--- config.mk ---
export PLATFORM = sky130hd
export DESIGN_NAME = trmh_front
export DESIGN_NICKNAME = d
export VERILOG_FILES = /design/src/trmh_pkg.sv /design/src/trmh_front.sv
export SDC_FILE = /design/constraint.sdc
export NUM_CORES = 1
export LEC_CHECK = 0
export BUFFER_PORTS_ARGS = -buffer_cell sky130_fd_sc_hd__buf_2
export CAP_MARGIN = 25
export CORE_UTILIZATION = 45
export CTS_CLUSTER_SIZE = 14
export DETAILED_ROUTE_END_ITERATION = 6
export HOLD_SLACK_MARGIN = 0.03
export PLACE_DENSITY = 0.85
export SYNTH_ARGS = -nofsm -noshare
export SYNTH_HDL_FRONTEND = slang
export SYNTH_SLANG_ARGS = --single-unit
export TNS_END_PERCENT = 1
--- constraint.sdc ---
create_clock -name aclk -period 4.9 [get_ports aclk]
set_clock_uncertainty 0.15 [all_clocks]
set_input_delay 0.49 -clock aclk [delete_from_list [all_inputs] [get_ports aclk]]
set_output_delay 0.49 -clock aclk [all_outputs]
set_load 0.02 [all_outputs]
--- src/trmh_pkg.sv ---
// Shared types and constants for the threshold run merger histogram block.
// Used by the front, queue, back and top-level modules; no dependencies.
`default_nettype none

package trmh_pkg;

    localparam int HIST_CLIP   = 1024;
    localparam int HIST_DEPTH  = HIST_CLIP + 1;
    localparam int HIST_AW     = $clog2(HIST_DEPTH);
    localparam int MAX_BINS    = 1048576;
    localparam int POS_W       = 21;
    localparam int START_W     = 20;
    localparam int COUNT_W     = 16;
    localparam int IDX_W       = 11;
    localparam int SUM_W       = 36;
    localparam int HVAL_W      = 32;
    localparam int TOTAL_W     = 32;
    localparam int QUEUE_DEPTH = 4;
    localparam int QUEUE_AW    = $clog2(QUEUE_DEPTH);

    localparam logic REQ_BIN   = 1'b0;
    localparam logic REQ_HIST  = 1'b1;
    localparam logic KIND_RUN  = 1'b0;
    localparam logic KIND_HIST = 1'b1;

    // Input word layout
    localparam int S_TDATA_W   = 32;
    localparam int S_COUNT_LO  = 0;
    localparam int S_FIRST_BIT = S_COUNT_LO + COUNT_W;
    localparam int S_IDX_LO    = S_FIRST_BIT + 1;

    // Result word layout
    localparam int M_START_LO  = 0;
    localparam int M_END_LO    = M_START_LO + START_W;
    localparam int M_READS_LO  = M_END_LO + POS_W;
    localparam int M_HVAL_LO   = M_READS_LO + SUM_W;
    localparam int M_TOTAL_LO  = M_HVAL_LO + HVAL_W;
    localparam int M_USED_W    = M_TOTAL_LO + TOTAL_W;
    localparam int M_TDATA_W   = ((M_USED_W + 7) / 8) * 8;

    typedef struct packed {
        logic                 is_read;
        logic                 in_range;
        logic                 marked;
        logic                 first;
        logic                 last;
        logic [COUNT_W-1:0]   count;
        logic [HIST_AW-1:0]   addr;
    } trmh_item_t;

endpackage

`default_nettype wire

--- src/trmh_front.sv ---
// Input side: threshold register, word classification and histogram address selection.
// Depends on trmh_pkg; feeds trmh_queue.
`default_nettype none

module trmh_front import trmh_pkg::*; (
    input  wire logic                 aclk,
    input  wire logic                 aresetn,
    input  wire logic                 s_tvalid,
    output logic                      s_tready,
    input  wire logic [S_TDATA_W-1:0] s_tdata,   // bin_count, first_bin, hist_index, zero pad
    input  wire logic                 s_tuser,   // req_type
    input  wire logic                 s_tlast,
    input  wire logic                 cfg_valid,
    output logic                      cfg_ready,
    input  wire logic [COUNT_W-1:0]   cfg_data,
    input  wire logic                 clear_busy,
    output logic                      push_valid,
    input  wire logic                 push_ready,
    output trmh_item_t                push_item
);

    logic [COUNT_W-1:0] threshold_reg;
    logic [COUNT_W-1:0] count;
    logic [IDX_W-1:0]   idx;
    logic               in_range;
    logic [HIST_AW-1:0] clip_addr;

    assign cfg_ready = 1'b1;

    always_ff @(posedge aclk) begin
        if (!aresetn) begin
            threshold_reg <= '0;
        end else if (cfg_valid && cfg_ready) begin
            threshold_reg <= cfg_data;
        end
    end

    always_comb begin
        count     = s_tdata[S_COUNT_LO +: COUNT_W];
        idx       = s_tdata[S_IDX_LO +: IDX_W];
        in_range  = (idx <= IDX_W'(HIST_CLIP));
        clip_addr = (count > COUNT_W'(HIST_CLIP)) ? HIST_AW'(HIST_CLIP) : HIST_AW'(count);

        push_item.is_read  = (s_tuser == REQ_HIST);
        push_item.in_range = in_range;
        push_item.marked   = (count > threshold_reg);
        push_item.first    = s_tdata[S_FIRST_BIT];
        push_item.last     = s_tlast;
        push_item.count    = count;
        if (s_tuser == REQ_HIST) begin
            push_item.addr = in_range ? HIST_AW'(idx) : '0;
        end else begin
            push_item.addr = clip_addr;
        end
    end

    assign push_valid = s_tvalid && !clear_busy;
    assign s_tready   = push_ready && !clear_busy;

endmodule

`default_nettype wire

==> results.cfg, run 1 <==
[status]
status = complete, but fails checks
violations = design-rule violations

[setup_path]
required_ns = 4.26
criticalPathCategory = reg2out
cpPeakStageDelay_ns = 0.38
cpMaxStageDelayCell = nor4_1
arrival_ns = 2.04
ff2ff_setup_slack_ns = 4.12
r2r_cells = 2
worstPathMaxFanout = 3
worstPathCellList = inv_1 -> ha_1 -> nand4_1 -> nor4_1 -> a21boi_1 -> o31a_1 -> buf_2
startpoint_type = register
crit_path_end_kind = output pin

[min_path]
min_path_type = in2reg
holdPathStages = 3

[clock_network]
htree_num_levels = 1
cts_sinks = 16
cts-root-buf = clkbuf_4
post_cts_buffers = 0
cts_tree = yes
cts_buffers = 3
clockBufferDepth = 2
hold_buffers = 0
clk_pin_slew_ns = 0.09
clk_latency_ns = 0.27
cts_resized = 0

[place]
postPlaceCellArea_mm2 = 0.001653
gp_congestion = 0.8326
numPortBuffers = 81
place.detailed.hpwl_um = 2615

[layout]
syn_to_final_growth_pct = 22.39
fill_cells = 257
fin_area_mm2 = 0.001689
final_nets = 292
largest_reg_flops = 16
layout-drive-gt1-share_pct = 41.10
antenna_cells = 0

[synth]
synth_seq_cells = 16
synth-async-reset-ratio_pct = 0
synthTopCellsByArea = dfxtp_1 23%, ha_1 15%, mux2i_1 12%
synthMuxAreaShare_pct = 11.60
synth-edff-count = 0
avgSynthCellArea_um2 = 8.735
synth-xor-area-share_pct = 0
synth_top_cell_by_area = dfxtp_1
synth_fa_ha_area_share_pct = 14.51
syn_nets = 230
synth_top_area_share_pct = 23.21
synth_common_cells = 21 x buf_4, 19 x nor2b_1
dominantRegCellSynth = dfxtp_1
synth_top_family_by_area = simple AND/OR/NAND/NOR gates
synthesis.area_mm2 = 0.001380
synth-compound-area-share_pct = 14.60
syn_inst = 158
ys_seq_area_share_pct = 23.21
yosysMostFrequentCell = buf_4
yosysWarnings = 0
yosys.area_share.simple_pct = 19.04
synth.distinct_cells = 28

[route]
wl_per_cell_um = 11.95
dr.pass1.iters = 7
vias_per_cell = 5.068
dr.first_iter.drc_count = 80
vias = 1267
totalWireLength_um = 2987
drc = 9
ant_nets = 0

[timing]
report.final.setup_viol = 0
hold_viol = 0
maxSlewViolCount = 0
tns_ns = 0
hold_slack_ns = 0.3113
period_share_pct = 54.75
max_freq_mhz = 372.8
rsz0062_at_grt = no
layout_min_cycle_time_ns = 2.683

[die]
die_h_um = 57.38
core-area_mm2 = 0.002829
die_w_um = 57.38
num_rows = 19
io_pins = 91
initial_core_util_pct = 48.78
dieArea_mm2 = 0.003292

[pwr]
power.density_mw_per_mm2 = 203.3
p_leak_nw = 0.8755
peakVddDrop_uv = 154.9

[grt]
grt_pass1_vias = 1150
grt_pass1_wl_um = 4657
grt_max_degree = 17
grtUsageTotal_pct = 17.94
antenna_found_initial = 0
grt-ovfl-total = 0

[job]
drv_cap = 0
-- cell type report --
cell class	instances	area, µm²	area share, %
multi-input combinational	102	828.3	49.04
timing repair buffer	81	405.4	24.00
sequential	16	320.3	18.96
inverter	16	60.06	3.556
tap	31	38.79	2.296
clock buffer	4	36.28	2.148
-- where the power goes --
| part | internal [W] | switching (W) | total [W] | leakage [nW] |
|---|---|---|---|---|
| Clock | 0.0000452 | 0.0000395 | 0.0000847 | 0.0210 |
| Sequential | 0.000138 | 0.00000415 | 0.000142 | 0.132 |
| Combinational | 0.0000527 | 0.0000640 | 0.000117 | 0.722 |
| Total | 0.000236 | 0.000108 | 0.000343 | 0.876 |
-- cells in the final DEF (no fill, tap or decap) --
| master | netlist | routed |
|---|---|---|
| and2_1 | 1 | 1 |
| buf_2 | 2 | 81 |
| nor3_1 | 1 | 1 |
| conb_1 | 1 | 1 |
| nand3_2 | 1 | 1 |
| a21oi_4 | 1 | 1 |
| mux2i_1 | 16 | 16 |
| a21boi_1 | 1 | 1 |
| nor2_1 | 4 | 4 |
| dfxtp_1 | 16 | 16 |
| a21oi_1 | 7 | 7 |
| a21o_1 | 1 | 1 |
| ha_1 | 16 | 16 |
| nand3_1 | 3 | 3 |
| nor4b_2 | 1 | 1 |
| and2b_2 | 1 | 1 |
| clkbuf_4 | 0 | 3 |
| inv_1 | 16 | 16 |
| a221o_1 | 1 | 1 |
| clkbuf_8 | 0 | 1 |
| a22o_1 | 10 | 10 |
| o31a_1 | 1 | 1 |
| o21ai_0 | 2 | 2 |
| nor2b_1 | 19 | 19 |
| a21boi_4 | 1 | 1 |
| nand4_1 | 3 | 3 |
| nand2_1 | 5 | 5 |
| nor4_1 | 5 | 5 |
-- cell families (layout without fill, tap and decap cells) --
kind of cell / Yosys count / in the layout
muxes: 16 / 16
and+or+nand+nor: 44 / 44
other: 1 / 1
AOI/OAI and AO/OA: 25 / 25
adders and majority gates: 16 / 16
buffers and inverters: 40 / 101
DFF: 16 / 16
-- layer usage --
metal / track usage [%] / share of wire [%] / wire [µm]
met5: 0 / 0 / 0
met4: 7.317 / 1.3 / 38
met3: 1.587 / 5.8 / 173
met2: 34.05 / 52 / 1548
met1: 20.28 / 41 / 1226
-- stage by stage --
stage	worst slack, ns	total power, W	std cells	util (%)
5_1_grt	2.101	0.0003647	250	59.71
2_1_floorplan	2.579	0.0002261	158	-
4_1_cts	2.209	0.0003470	250	59.71
3_3_place_gp	2.275	0.0002583	246	58.43
6_report	2.217	0.0003434	250	59.71
3_5_place_dp	2.283	0.0002626	246	58.43
-- critical path: cells and delay by family (launching register included) --
family,cells,cell delay [ns]
AOI/OAI and AO/OA,2,0.35
buffers and inverters,2,0.21
and+or+nand+nor,2,0.54
adders and majority gates,1,0.31
DFF,1,0.36
-- worst paths after layout --
| kind | startpoint | endpoint |
|---|---|---|
| min | cfg_data[9] | threshold_reg[9] |
| min reg2reg | threshold_reg[1] | threshold_reg[1] |
| max | threshold_reg[11] | push_item[29] |
| max reg2reg | threshold_reg[10] | threshold_reg[10] |
(Power assumes the default switching activity.)
==> run 2, diff against run 1 <==
- CORE_UTILIZATION: 45 -> 42
- PLACE_DENSITY: 0.85 -> 0.8
- clock period: 4.9 -> 2.6 ns (I/O delays scaled with it)
==> results.cfg, run 2 (synthesis results as in run 1) <==
[setup_path]
worstPathCellList = inv_1 -> ha_1 -> nand4_1 -> nor4_1 -> a21boi_1 -> o31a_1 -> buf_2
criticalPathCategory = reg2out
r2r_start = threshold_reg[14]
startpoint = threshold_reg[14]
arrival_ns = 2.03
crit_family = simple AND/OR/NAND/NOR gates
worstPathMaxFanout = 3
crit_path_end_kind = output pin
startpoint_type = register
cpMaxStageDelayCell = nor4_1
cpPeakStageDelay_ns = 0.39
worst-path-buf-inv = 2
required_ns = 2.19

[die]
num_rows = 20
io_pins = 91
core-area_mm2 = 0.003078
die_w_um = 59.32
dieArea_mm2 = 0.003519
die_h_um = 59.32
initial_core_util_pct = 44.84

[timing]
hold_viol = 0
max_freq_mhz = 410.4
layout_min_cycle_time_ns = 2.437
rsz0062_at_grt = no
period_share_pct = 93.72
maxSlewViolCount = 0
report.final.setup_viol = 0
tns_ns = 0

[route]
vias = 1273
dr.pass1.iters = 5
totalWireLength_um = 2933
wl_per_cell_um = 11.15
ant_nets = 0
drc = 0
vias_per_cell = 4.840
dr.first_iter.drc_count = 35

[clock_network]
cts_tree = yes
post_cts_buffers = 0
cts_buffers = 3
htree_num_levels = 1
cts_resized = 0
cts-root-buf = clkbuf_4
clk_latency_ns = 0.27
cts_sinks = 16
hold_buffers = 0
clk_pin_slew_ns = 0.09
clockBufferDepth = 2

[pwr]
p_sw_w = 0.0001967
combPwrFrac_pct = 33.8
power_frac_clock_pct = 24.3
pwr-share-seq_pct = 41.9
power.density_mw_per_mm2 = 375.1
p_leak_nw = 0.8755
swShare_pct = 30.75
internal-power_w = 0.0004430
peakVddDrop_uv = 292.1

[grt]
grt_pass1_vias = 1096
grtUsageTotal_pct = 16.51
antenna_found_initial = 0
grt_max_degree = 17
grt_pass1_wl_um = 4443
grt-ovfl-total = 0

[layout]
largest_reg_flops = 16
final_nets = 292
layout_commonest_cell = buf_2
layout_common_cells = 81 x buf_2, 19 x nor2b_1
layout-drive-gt1-share_pct = 41.10
syn_to_final_growth_pct = 23.57
antenna_cells = 0
postLayoutCoreUtil_pct = 55.41

[min_path]
min_from = cfg_data[0]
min_path_type = in2reg

[status]
status = finished clean

[place]
gp_congestion = 0.7830
numPortBuffers = 81
place.detailed.hpwl_um = 2517

[job]
drv_cap = 0
[run 2: cell counts in the layout (fill, tap and decap cells not counted)]
Identical to the previous run, type by type.
[run 2: final cells by class]
class / instances / area, µm²
Tap cell: 44 / 55.05
Sequential cell: 16 / 320.3
Fill cell: 304 / 1373
Multi-Input combinational cell: 102 / 828.3
Inverter: 16 / 60.06
Timing Repair Buffer: 81 / 405.4
Clock buffer: 4 / 36.28
[run 2: final timing paths]
check                                         end  slack [ns]  cells after the start
worst max-delay path                push_item[29]        0.16                      7
worst max register to register  threshold_reg[14]        1.83                      2
worst min-delay path             threshold_reg[0]        0.09                      3
worst min register to register  threshold_reg[13]        0.37                      2
[run 2: per-layer routing]
metal / global-route usage [%] / routed length [µm] / vias to the layer above
met5: 0 / 0 / -
met3: 1.747 / 167 / 4
met2: 30.66 / 1422 / 44
li1: - / - / 657
met1: 19.25 / 1307 / 568
met4: 6.122 / 36 / 0
[run 2: tightest hold or removal path: stages]
cell and delay [ns]:
buf_2 0.08, mux2i_1 0.05, nor2b_1 0.09
[run 2: stage by stage]
stage	instance area [µm²]	hold WS [ns]	cells	setup slack (ns)	power, W
floorplan	1380	0.2382	158	0.6693	0.0004260
global placement	1669	0.3461	259	0.4538	0.0004880
detailed placement	1669	0.3539	259	0.4490	0.0004922
CTS	1705	0.09018	263	0.1411	0.0006475
global route	1705	0.08485	263	0.08131	0.0006869
finish	1705	0.09217	263	0.1632	0.0006397
[run 2: power by group through the flow]
stage | Combinational, W | Clock, W | Sequential [W]
after floorplan | 0.000155 | 0 | 0.000271
after global placement | 0.000216 | 0 | 0.000273
after detailed placement | 0.000219 | 0 | 0.000273
after CTS | 0.000220 | 0.000160 | 0.000268
after global routing | 0.000242 | 0.000175 | 0.000270
final | 0.000216 | 0.000155 | 0.000268
