`src/trmh_pkg.sv`:
```
// Shared types and constants for the threshold run merger histogram block.
// Used by the front, queue, back and top-level modules; no dependencies.
`default_nettype none

package trmh_pkg;

    localparam int HIST_CLIP   = 1024;
    localparam int HIST_DEPTH  = HIST_CLIP + 1;
    localparam int HIST_AW     = $clog2(HIST_DEPTH);
    localparam int MAX_BINS    = 1048576;
    localparam int POS_W       = 21;
    localparam int START_W     = 20;
    localparam int COUNT_W     = 16;
    localparam int IDX_W       = 11;
    localparam int SUM_W       = 36;
    localparam int HVAL_W      = 32;
    localparam int TOTAL_W     = 32;
    localparam int QUEUE_DEPTH = 4;
    localparam int QUEUE_AW    = $clog2(QUEUE_DEPTH);

    localparam logic REQ_BIN   = 1'b0;
    localparam logic REQ_HIST  = 1'b1;
    localparam logic KIND_RUN  = 1'b0;
    localparam logic KIND_HIST = 1'b1;

    // Input word layout
    localparam int S_TDATA_W   = 32;
    localparam int S_COUNT_LO  = 0;
    localparam int S_FIRST_BIT = S_COUNT_LO + COUNT_W;
    localparam int S_IDX_LO    = S_FIRST_BIT + 1;

    // Result word layout
    localparam int M_START_LO  = 0;
    localparam int M_END_LO    = M_START_LO + START_W;
    localparam int M_READS_LO  = M_END_LO + POS_W;
    localparam int M_HVAL_LO   = M_READS_LO + SUM_W;
    localparam int M_TOTAL_LO  = M_HVAL_LO + HVAL_W;
    localparam int M_USED_W    = M_TOTAL_LO + TOTAL_W;
    localparam int M_TDATA_W   = ((M_USED_W + 7) / 8) * 8;

    typedef struct packed {
        logic                 is_read;
        logic                 in_range;
        logic                 marked;
        logic                 first;
        logic                 last;
        logic [COUNT_W-1:0]   count;
        logic [HIST_AW-1:0]   addr;
    } trmh_item_t;

endpackage

`default_nettype wire

```
`src/trmh_queue.sv`:
```
// Short word queue between the front and back parts.
// Depends on trmh_pkg for the item type and depth.
`default_nettype none

module trmh_queue import trmh_pkg::*; (
    input  wire logic        aclk,
    input  wire logic        aresetn,
    input  wire logic        push_valid,
    output logic             push_ready,
    input  wire trmh_item_t  push_item,
    output logic             pop_valid,
    input  wire logic        pop_ready,
    output trmh_item_t       pop_item
);

    trmh_item_t          slot_reg [QUEUE_DEPTH];
    logic [QUEUE_AW-1:0] wr_ptr_reg;
    logic [QUEUE_AW-1:0] rd_ptr_reg;
    logic [QUEUE_AW:0]   fill_reg;
    logic [QUEUE_AW:0]   fill_next;
    logic                do_push;
    logic                do_pop;

    assign push_ready = (fill_reg != (QUEUE_AW+1)'(QUEUE_DEPTH));
    assign pop_valid  = (fill_reg != '0);
    assign pop_item   = slot_reg[rd_ptr_reg];
    assign do_push    = push_valid && push_ready;
    assign do_pop     = pop_valid && pop_ready;

    always_comb begin
        fill_next = fill_reg;
        unique case ({do_push, do_pop})
            2'b10:   fill_next = fill_reg + 1'b1;
            2'b01:   fill_next = fill_reg - 1'b1;
            default: fill_next = fill_reg;
        endcase
    end

    always_ff @(posedge aclk) begin
        if (!aresetn) begin
            wr_ptr_reg <= '0;
            rd_ptr_reg <= '0;
            fill_reg   <= '0;
        end else begin
            if (do_push) begin
                wr_ptr_reg <= wr_ptr_reg + 1'b1;
            end
            if (do_pop) begin
                rd_ptr_reg <= rd_ptr_reg + 1'b1;
            end
            fill_reg <= fill_next;
        end
    end

    always_ff @(posedge aclk) begin
        if (do_push) begin
            slot_reg[wr_ptr_reg] <= push_item;
        end
    end

endmodule

`default_nettype wire

```
`config.mk`:
```
export PLATFORM = sky130hd
export DESIGN_NAME = trmh_queue
export DESIGN_NICKNAME = d
export VERILOG_FILES = /design/src/trmh_pkg.sv /design/src/trmh_queue.sv
export SDC_FILE = /design/constraint.sdc
export NUM_CORES = 1
export LEC_CHECK = 0
export CAP_MARGIN = 10
export CORE_MARGIN = 2
export CORE_UTILIZATION = 50
export CTS_CLUSTER_DIAMETER = 30
export DETAILED_ROUTE_END_ITERATION = 16
export DONT_BUFFER_PORTS = 1
export GPL_TIMING_DRIVEN = 0
export PLACE_DENSITY = 0.62
export SLEW_MARGIN = 20
export SYNTH_ARGS = -nofsm -noshare
export SYNTH_HDL_FRONTEND = slang
export SYNTH_SLANG_ARGS = --single-unit
```
`constraint.sdc`:
```
create_clock -name aclk -period 2.2 [get_ports aclk]
set_input_delay 0.22 -clock aclk [delete_from_list [all_inputs] [get_ports aclk]]
set_output_delay 0.22 -clock aclk [all_outputs]
set_load 0.01 [all_outputs]
```
==> flow_metrics.tcl, run 1 <==
set metrics [dict create \
    antenna_found_initial 0 \
    r2r_cells 9 \
    cap_violations 0 \
    layout.nets 316 \
    syn_nets 261 \
    core_area_um2 10200 \
    post-cts-setup-buffers 0 \
    wirelength_mm 8.40 \
    path_class "reg2reg" \
    worstSkewPairLatency_ns 0.51 \
    path_max_fanout 7 \
    clock_sinks 137 \
    io_buffers 0 \
    status "finished, final reports clean" \
    avgSynthCellArea_um2 23.5 \
    clk_pin_slew_ns 0.06 \
    cp-end-kind "flop" \
    drt-vias-per-instance 5.31 \
    initial_core_util_pct 50.6 \
    grtUsageTotal_pct 16.5 \
    cts.path.max_buffers 2 \
    irDropWorstVdd_mv 0.683 \
    drive_above_1_share_pct 27.2 \
    yosysWarnings 0 \
    largest_reg_flops 128 \
    area_growth_pct 22.2 \
    critPathArrivalTime_ns 2.50 \
    fmax_mhz 486 \
    ios 70 \
    tightestPinTransition_ns 0.511 \
    ant_nets 0 \
    max_slew_margin_pct 66.0 \
    holdWs_ns 0.0433 \
    worstPathCellList "nor2_2 > a21boi_2 > inv_1 > ha_1 > inv_1 > fa_1 > xor2_1 > or3_1 > a21boi_0" \
    hold_viol 0 \
    dieArea_um2 11100 \
    slew_viol_final 0 \
    ys_seq_elements 137 \
    startpoint "fill_reg[1]$_SDFFE_PN0P_" \
    cp_slowest_cell "dfxtp_1" \
    grt_setup_unrepaired "no" \
    r2r_slack_ns 0.14 \
    cts-root-buf "clkbuf_8" \
    leakagePower_nw 2.04 \
    start_kind "flop" \
    register_area_um2 4020 \
    vias 2246 \
    synth-main-ff-cell "edfxtp_1" \
    hold_path.class "in2reg" \
    post-route-util_pct 61.8 \
    die_y_um 106 \
    row_count 37 \
    synth_area_um2 5150 \
    setup_violations 0 \
    post_drt_wl_per_cell_um 19.9 \
    p_per_area_nw_per_um2 1160 \
    path_buf_inv 2 \
    hold_depth 3 \
    nFillCells 748 \
    dp_hpwl_mm 5.15 \
    synth_cells 219 \
    synth_edf_count 128 \
    final.setup.worst_slack_ns 0.142 \
    grt_pass1_wl_mm 13.1 \
    grt_pass1_vias 2431 \
    power_mw 7.33 \
    diodes 0 \
    grt_overflow 0 \
    reg2reg_to "fill_reg[2]$_SDFFE_PN0P_" \
    ys_seq_area_share_pct 78.1 \
    drc_errors 0 \
    htree_levels 4 \
    path_delay_family "adder cells" \
    min_from "pop_ready" \
    multiInputGateArea_um2 1020 \
    crit_top_cell "inv_1" \
    period_share_pct 93.5 \
    pre_cts_ws_ns 0.103 \
    cts_tree "yes" \
    dieWidth_um 106 \
    gp_congestion 0.663 \
    ys_types 24 \
    drt-pass1-iter-count 4 \
    drt_iter0_drc 102 \
    fin_skew_ns 0.00691 \
    critPathRequiredTime_ns 2.64 \
    async_flop_share_pct 0 \
    grt_max_degree 27 \
    min_period_ns 2.06 \
    max_stage_delay_ns 0.37 \
    numCtsBuffers 17 \
    r2r_start "fill_reg[1]$_SDFFE_PN0P_" \
]
==> cells in the final DEF (no fill, tap or decap), types with 2 or more instances in the layout <==
| cell type | count |
|---|---|
| mux4_2 | 30 |
| o21ai_0 | 2 |
| buf_2 | 3 |
| clkbuf_16 | 16 |
| buf_16 | 3 |
| nand2_1 | 6 |
| or3_1 | 2 |
| edfxtp_1 | 128 |
| dfxtp_1 | 9 |
| inv_1 | 6 |
| and2_1 | 3 |
| nor2b_1 | 2 |
| xnor2_1 | 3 |
| clkinv_2 | 3 |
| buf_12 | 4 |
| clkinvlp_4 | 3 |
| mux4_1 | 2 |
| inv_6 | 2 |
| clkinv_4 | 4 |
| ha_1 | 5 |
| and2_2 | 4 |
| dlygate4sd3_1 | 32 |
| mux2i_1 | 2 |
| clkinv_1 | 2 |
==> logic make-up after synthesis <==
logic type / share of synthesized area (%)
fa+ha+maj: 1.60
compound gates: 1.04
xor+xnor: 0.680
mux: 14.5
buf+inv: 2.19
simple gates: 1.85
flops: 78.1
==> per-layer routing <==
layer  global-route usage, %  wire [µm]  share of wire (%)
met5                       0          0                  0
met4                    6.77        120                1.4
met3                    6.12        434                5.2
met2                    27.5       4410                 53
met1                    19.5       3430                 41
==> power by group <==
group | leakage, nW | total (mW) | switching (mW) | internal [mW]
clock | 0.259 | 2.54 | 1.05 | 1.49
combinational | 0.530 | 1.54 | 0.781 | 0.762
sequential | 1.25 | 3.24 | 0.0966 | 3.15
total | 2.04 | 7.33 | 1.92 | 5.40
==> tightest hold or removal path, cell delays in order <==
cell and delay (ns):
o311ai_2 0.06, xnor2_1 0.06, and2_1 0.16
==> layout make-up <==
type / count / share of cell area (%)
Clock buffer: 17 / 6.58
Sequential cell: 137 / 63.9
Clock inverter: 15 / 2.03
Inverter: 6 / 0.358
Buffer: 8 / 1.43
Tap cell: 136 / 2.70
Timing Repair Buffer: 36 / 6.72
Multi-Input combinational cell: 68 / 16.2
==> synthesized netlist by cell type (all sizes together) (3+ instances only) <==
library cell / number / area share, %
and2: 7 / 0.85
buf: 7 / 1.7
dfxtp: 9 / 3.5
edfxtp: 128 / 75
ha: 5 / 1.2
inv: 6 / 0.44
mux4: 32 / 14
nand2: 6 / 0.44
xnor2: 3 / 0.51
==> what timing repair did <==
item,CTS,global route
endpoints found under the hold margin,128,0
hold buffers,32,0
endpoints found under the setup margin,0,1
resized for setup,0,1
==> through the flow <==
stage	TNS (ns)	area, µm²	instances
6_report	0	6290	423
5_1_grt	0	6290	423
4_1_cts	0	6290	423
3_5_place_dp	0	5430	359
3_3_place_gp	-61.17	5320	355
2_1_floorplan	0	5150	219
==> how the worst max path moves through the flow <==
stage / to / slack, ns / cells past startpoint
2_1_floorplan: slot_reg[2][0]$_DFFE_PP_ / 0.22 / 3
3_3_place_gp: slot_reg[3][0]$_DFFE_PP_ / -0.49 / 3
3_5_place_dp: fill_reg[2]$_SDFFE_PN0P_ / 0.10 / 9
4_1_cts: fill_reg[2]$_SDFFE_PN0P_ / 0.09 / 9
5_1_grt: fill_reg[2]$_SDFFE_PN0P_ / 0.004 / 9
6_report: fill_reg[2]$_SDFFE_PN0P_ / 0.14 / 9
No activity file was read; power rests on OpenSTA's default activity.
==> run 2, diff against run 1 <==
--- a/config.mk
+++ b/config.mk
@@ -6,6 +6,7 @@
 export NUM_CORES = 1
 export LEC_CHECK = 0
 export CAP_MARGIN = 10
+export CORE_ASPECT_RATIO = 0.6
 export CORE_MARGIN = 2
 export CORE_UTILIZATION = 50
 export CTS_CLUSTER_DIAMETER = 30
==> flow_metrics.tcl, run 2 (synthesis results as in run 1) <==
set metrics [dict create \
    cts-root-buf "clkbuf_16" \
    vias 2278 \
    cp_slowest_cell "dfxtp_1" \
    grt_overflow 0 \
    min_period_ns 2.02 \
    dieArea_um2 11200 \
    fin_cells 423 \
    critPathRequiredTime_ns 2.53 \
    max_slew_margin_pct 64.8 \
    dp_hpwl_mm 5.47 \
    sw_frac_of_total_pct 24.8 \
    holdWs_ns 0.150 \
    combPwrFrac_pct 20.5 \
    hold_viol 0 \
    fmax_mhz 496 \
    layout.nets 316 \
    area_growth_pct 23.0 \
    path_max_fanout 6 \
    path_class "reg2reg" \
    r2r_start "fill_reg[0]$_SDFFE_PN0P_" \
    drt-vias-per-instance 5.39 \
    power.share.sequential_pct 42.8 \
    tightestPinTransition_ns 0.528 \
    row_count 28 \
    clock_sinks 137 \
    setup_violations 0 \
    startpoint "fill_reg[0]$_SDFFE_PN0P_" \
    antenna_found_initial 1 \
    ant_nets 0 \
    period_share_pct 91.6 \
    leakagePower_nw 2.06 \
    hold_path.class "in2reg" \
    grtUsageTotal_pct 17.4 \
    cts.path.max_buffers 2 \
    nFillCells 682 \
    numCtsBuffers 17 \
    cts_tree "yes" \
    cp-end-kind "flop" \
    cap_violations 0 \
    largest_reg_flops 128 \
    start_kind "flop" \
    die_y_um 82.6 \
    core_area_um2 9950 \
    grt_setup_unrepaired "no" \
    drt_iter0_drc 120 \
    worstSkewPairLatency_ns 0.41 \
    initial_core_util_pct 51.8 \
    fin_skew_ns 0.00728 \
    post_drt_wl_per_cell_um 21.1 \
    drc_errors 0 \
    drive_above_1_share_pct 25.8 \
    pwr-share-clk_pct 36.7 \
    htree_levels 4 \
    wirelength_mm 8.91 \
    slew_viol_final 0 \
    switchingPower_mw 1.88 \
    grt_pass1_vias 2297 \
    min_from "pop_ready" \
    status "finished, final reports clean" \
    post-route-util_pct 63.7 \
    dieWidth_um 135 \
    grt_pass1_wl_mm 13.4 \
    irDropWorstVdd_mv 0.632 \
    layout_commonest_cell "edfxtp_1" \
    grt_max_degree 28 \
    io_buffers 0 \
    final_cell_mix "128 x edfxtp_1, 32 x dlygate4sd3_1, 30 x mux4_2, 17 x clkbuf_16, 9 x dfxtp_1" \
    clk_pin_slew_ns 0.05 \
    critPathArrivalTime_ns 2.35 \
    placed_cells 358 \
    internal_power_mw 5.72 \
    max_stage_delay_ns 0.47 \
    gp_congestion 0.683 \
    ios 70 \
    worstPathCellList "o31a_1 > ha_1 > inv_1 > fa_1 > xor2_1 > or3_1 > a21boi_0" \
    p_per_area_nw_per_um2 1200 \
    drt-pass1-iter-count 4 \
]
run 2: cell types whose count changed in the layout (fill, tap and decap cells not counted), sizes merged:
cell,previous run,this run
clkinv,9,4
inv,8,6
clkbuf,18,25
diode,0,1
clkinvlp,3,1
bufinv,1,3
run 2: final timing paths:
kind                                     end  slack [ns]  cells after the start
setup / recovery    fill_reg[2]$_SDFFE_PN0P_        0.18                      7
hold / removal                          flop        0.15                      3
setup reg to reg    fill_reg[2]$_SDFFE_PN0P_        0.18                      7
hold reg to reg   wr_ptr_reg[1]$_SDFFE_PN0P_        0.51                      2
run 2: worst max-delay path: cells and delay by family (launching register included):
family / cells / cell delay, ns
compound gates: 2 / 0.39
xor+xnor: 1 / 0.15
fa+ha+maj: 2 / 0.57
buf+inv: 1 / 0.06
flops: 1 / 0.47
simple gates: 1 / 0.30
run 2: stage by stage:
step	area (µm²)	power [mW]	setup TNS [ns]	setup WS [ns]
floorplan	5150	4.48	0	0.224
finish	6330	7.60	0	0.184
global placement	5320	4.75	-58.72	-0.475
detailed placement	5420	4.82	0	0.117
CTS	6320	7.68	0	0.0983
global route	6330	7.93	0	0.00449
run 2: layer usage:
| metal | part of all wire (%) | track usage [%] | vias up | routed length, µm |
|---|---|---|---|---|
| met5 | 0 | 0 | - | 0 |
| met4 | 1.0 | 6.56 | 0 | 91 |
| met3 | 7.3 | 7.75 | 8 | 650 |
| met2 | 44 | 24.8 | 73 | 3940 |
| met1 | 47 | 23.8 | 1174 | 4230 |
| li1 | - | - | 1023 | - |
run 2: final cells by class:
type	count	area (µm²)	share of cell area, %
Clock inverter	8	121	1.92
Tap cell	135	169	2.67
Antenna cell	1	2.50	0.0395
Clock buffer	24	462	7.29
Timing Repair Buffer	36	415	6.56
Buffer	8	90.1	1.42
Sequential cell	137	4020	63.5
Multi-Input combinational cell	68	1030	16.2
Inverter	6	22.5	0.356
run 2: timing repair:
action / CTS / global route
hold endpoints to repair: 128 / 0
resized for setup: 0 / 2
endpoints found under the setup margin: 0 / 2
setup buffers: 0 / 0
hold buffers: 32 / 0
run 2: power groups by stage:
stage               logic, mW  clock network [mW]  registers (mW)
floorplan                1.21                   0            3.28
finish                   1.56                2.79            3.25
detailed placement       1.52                   0            3.30
global route             1.69                2.96            3.28
CTS                      1.59                2.84            3.25
global placement         1.45                   0            3.30
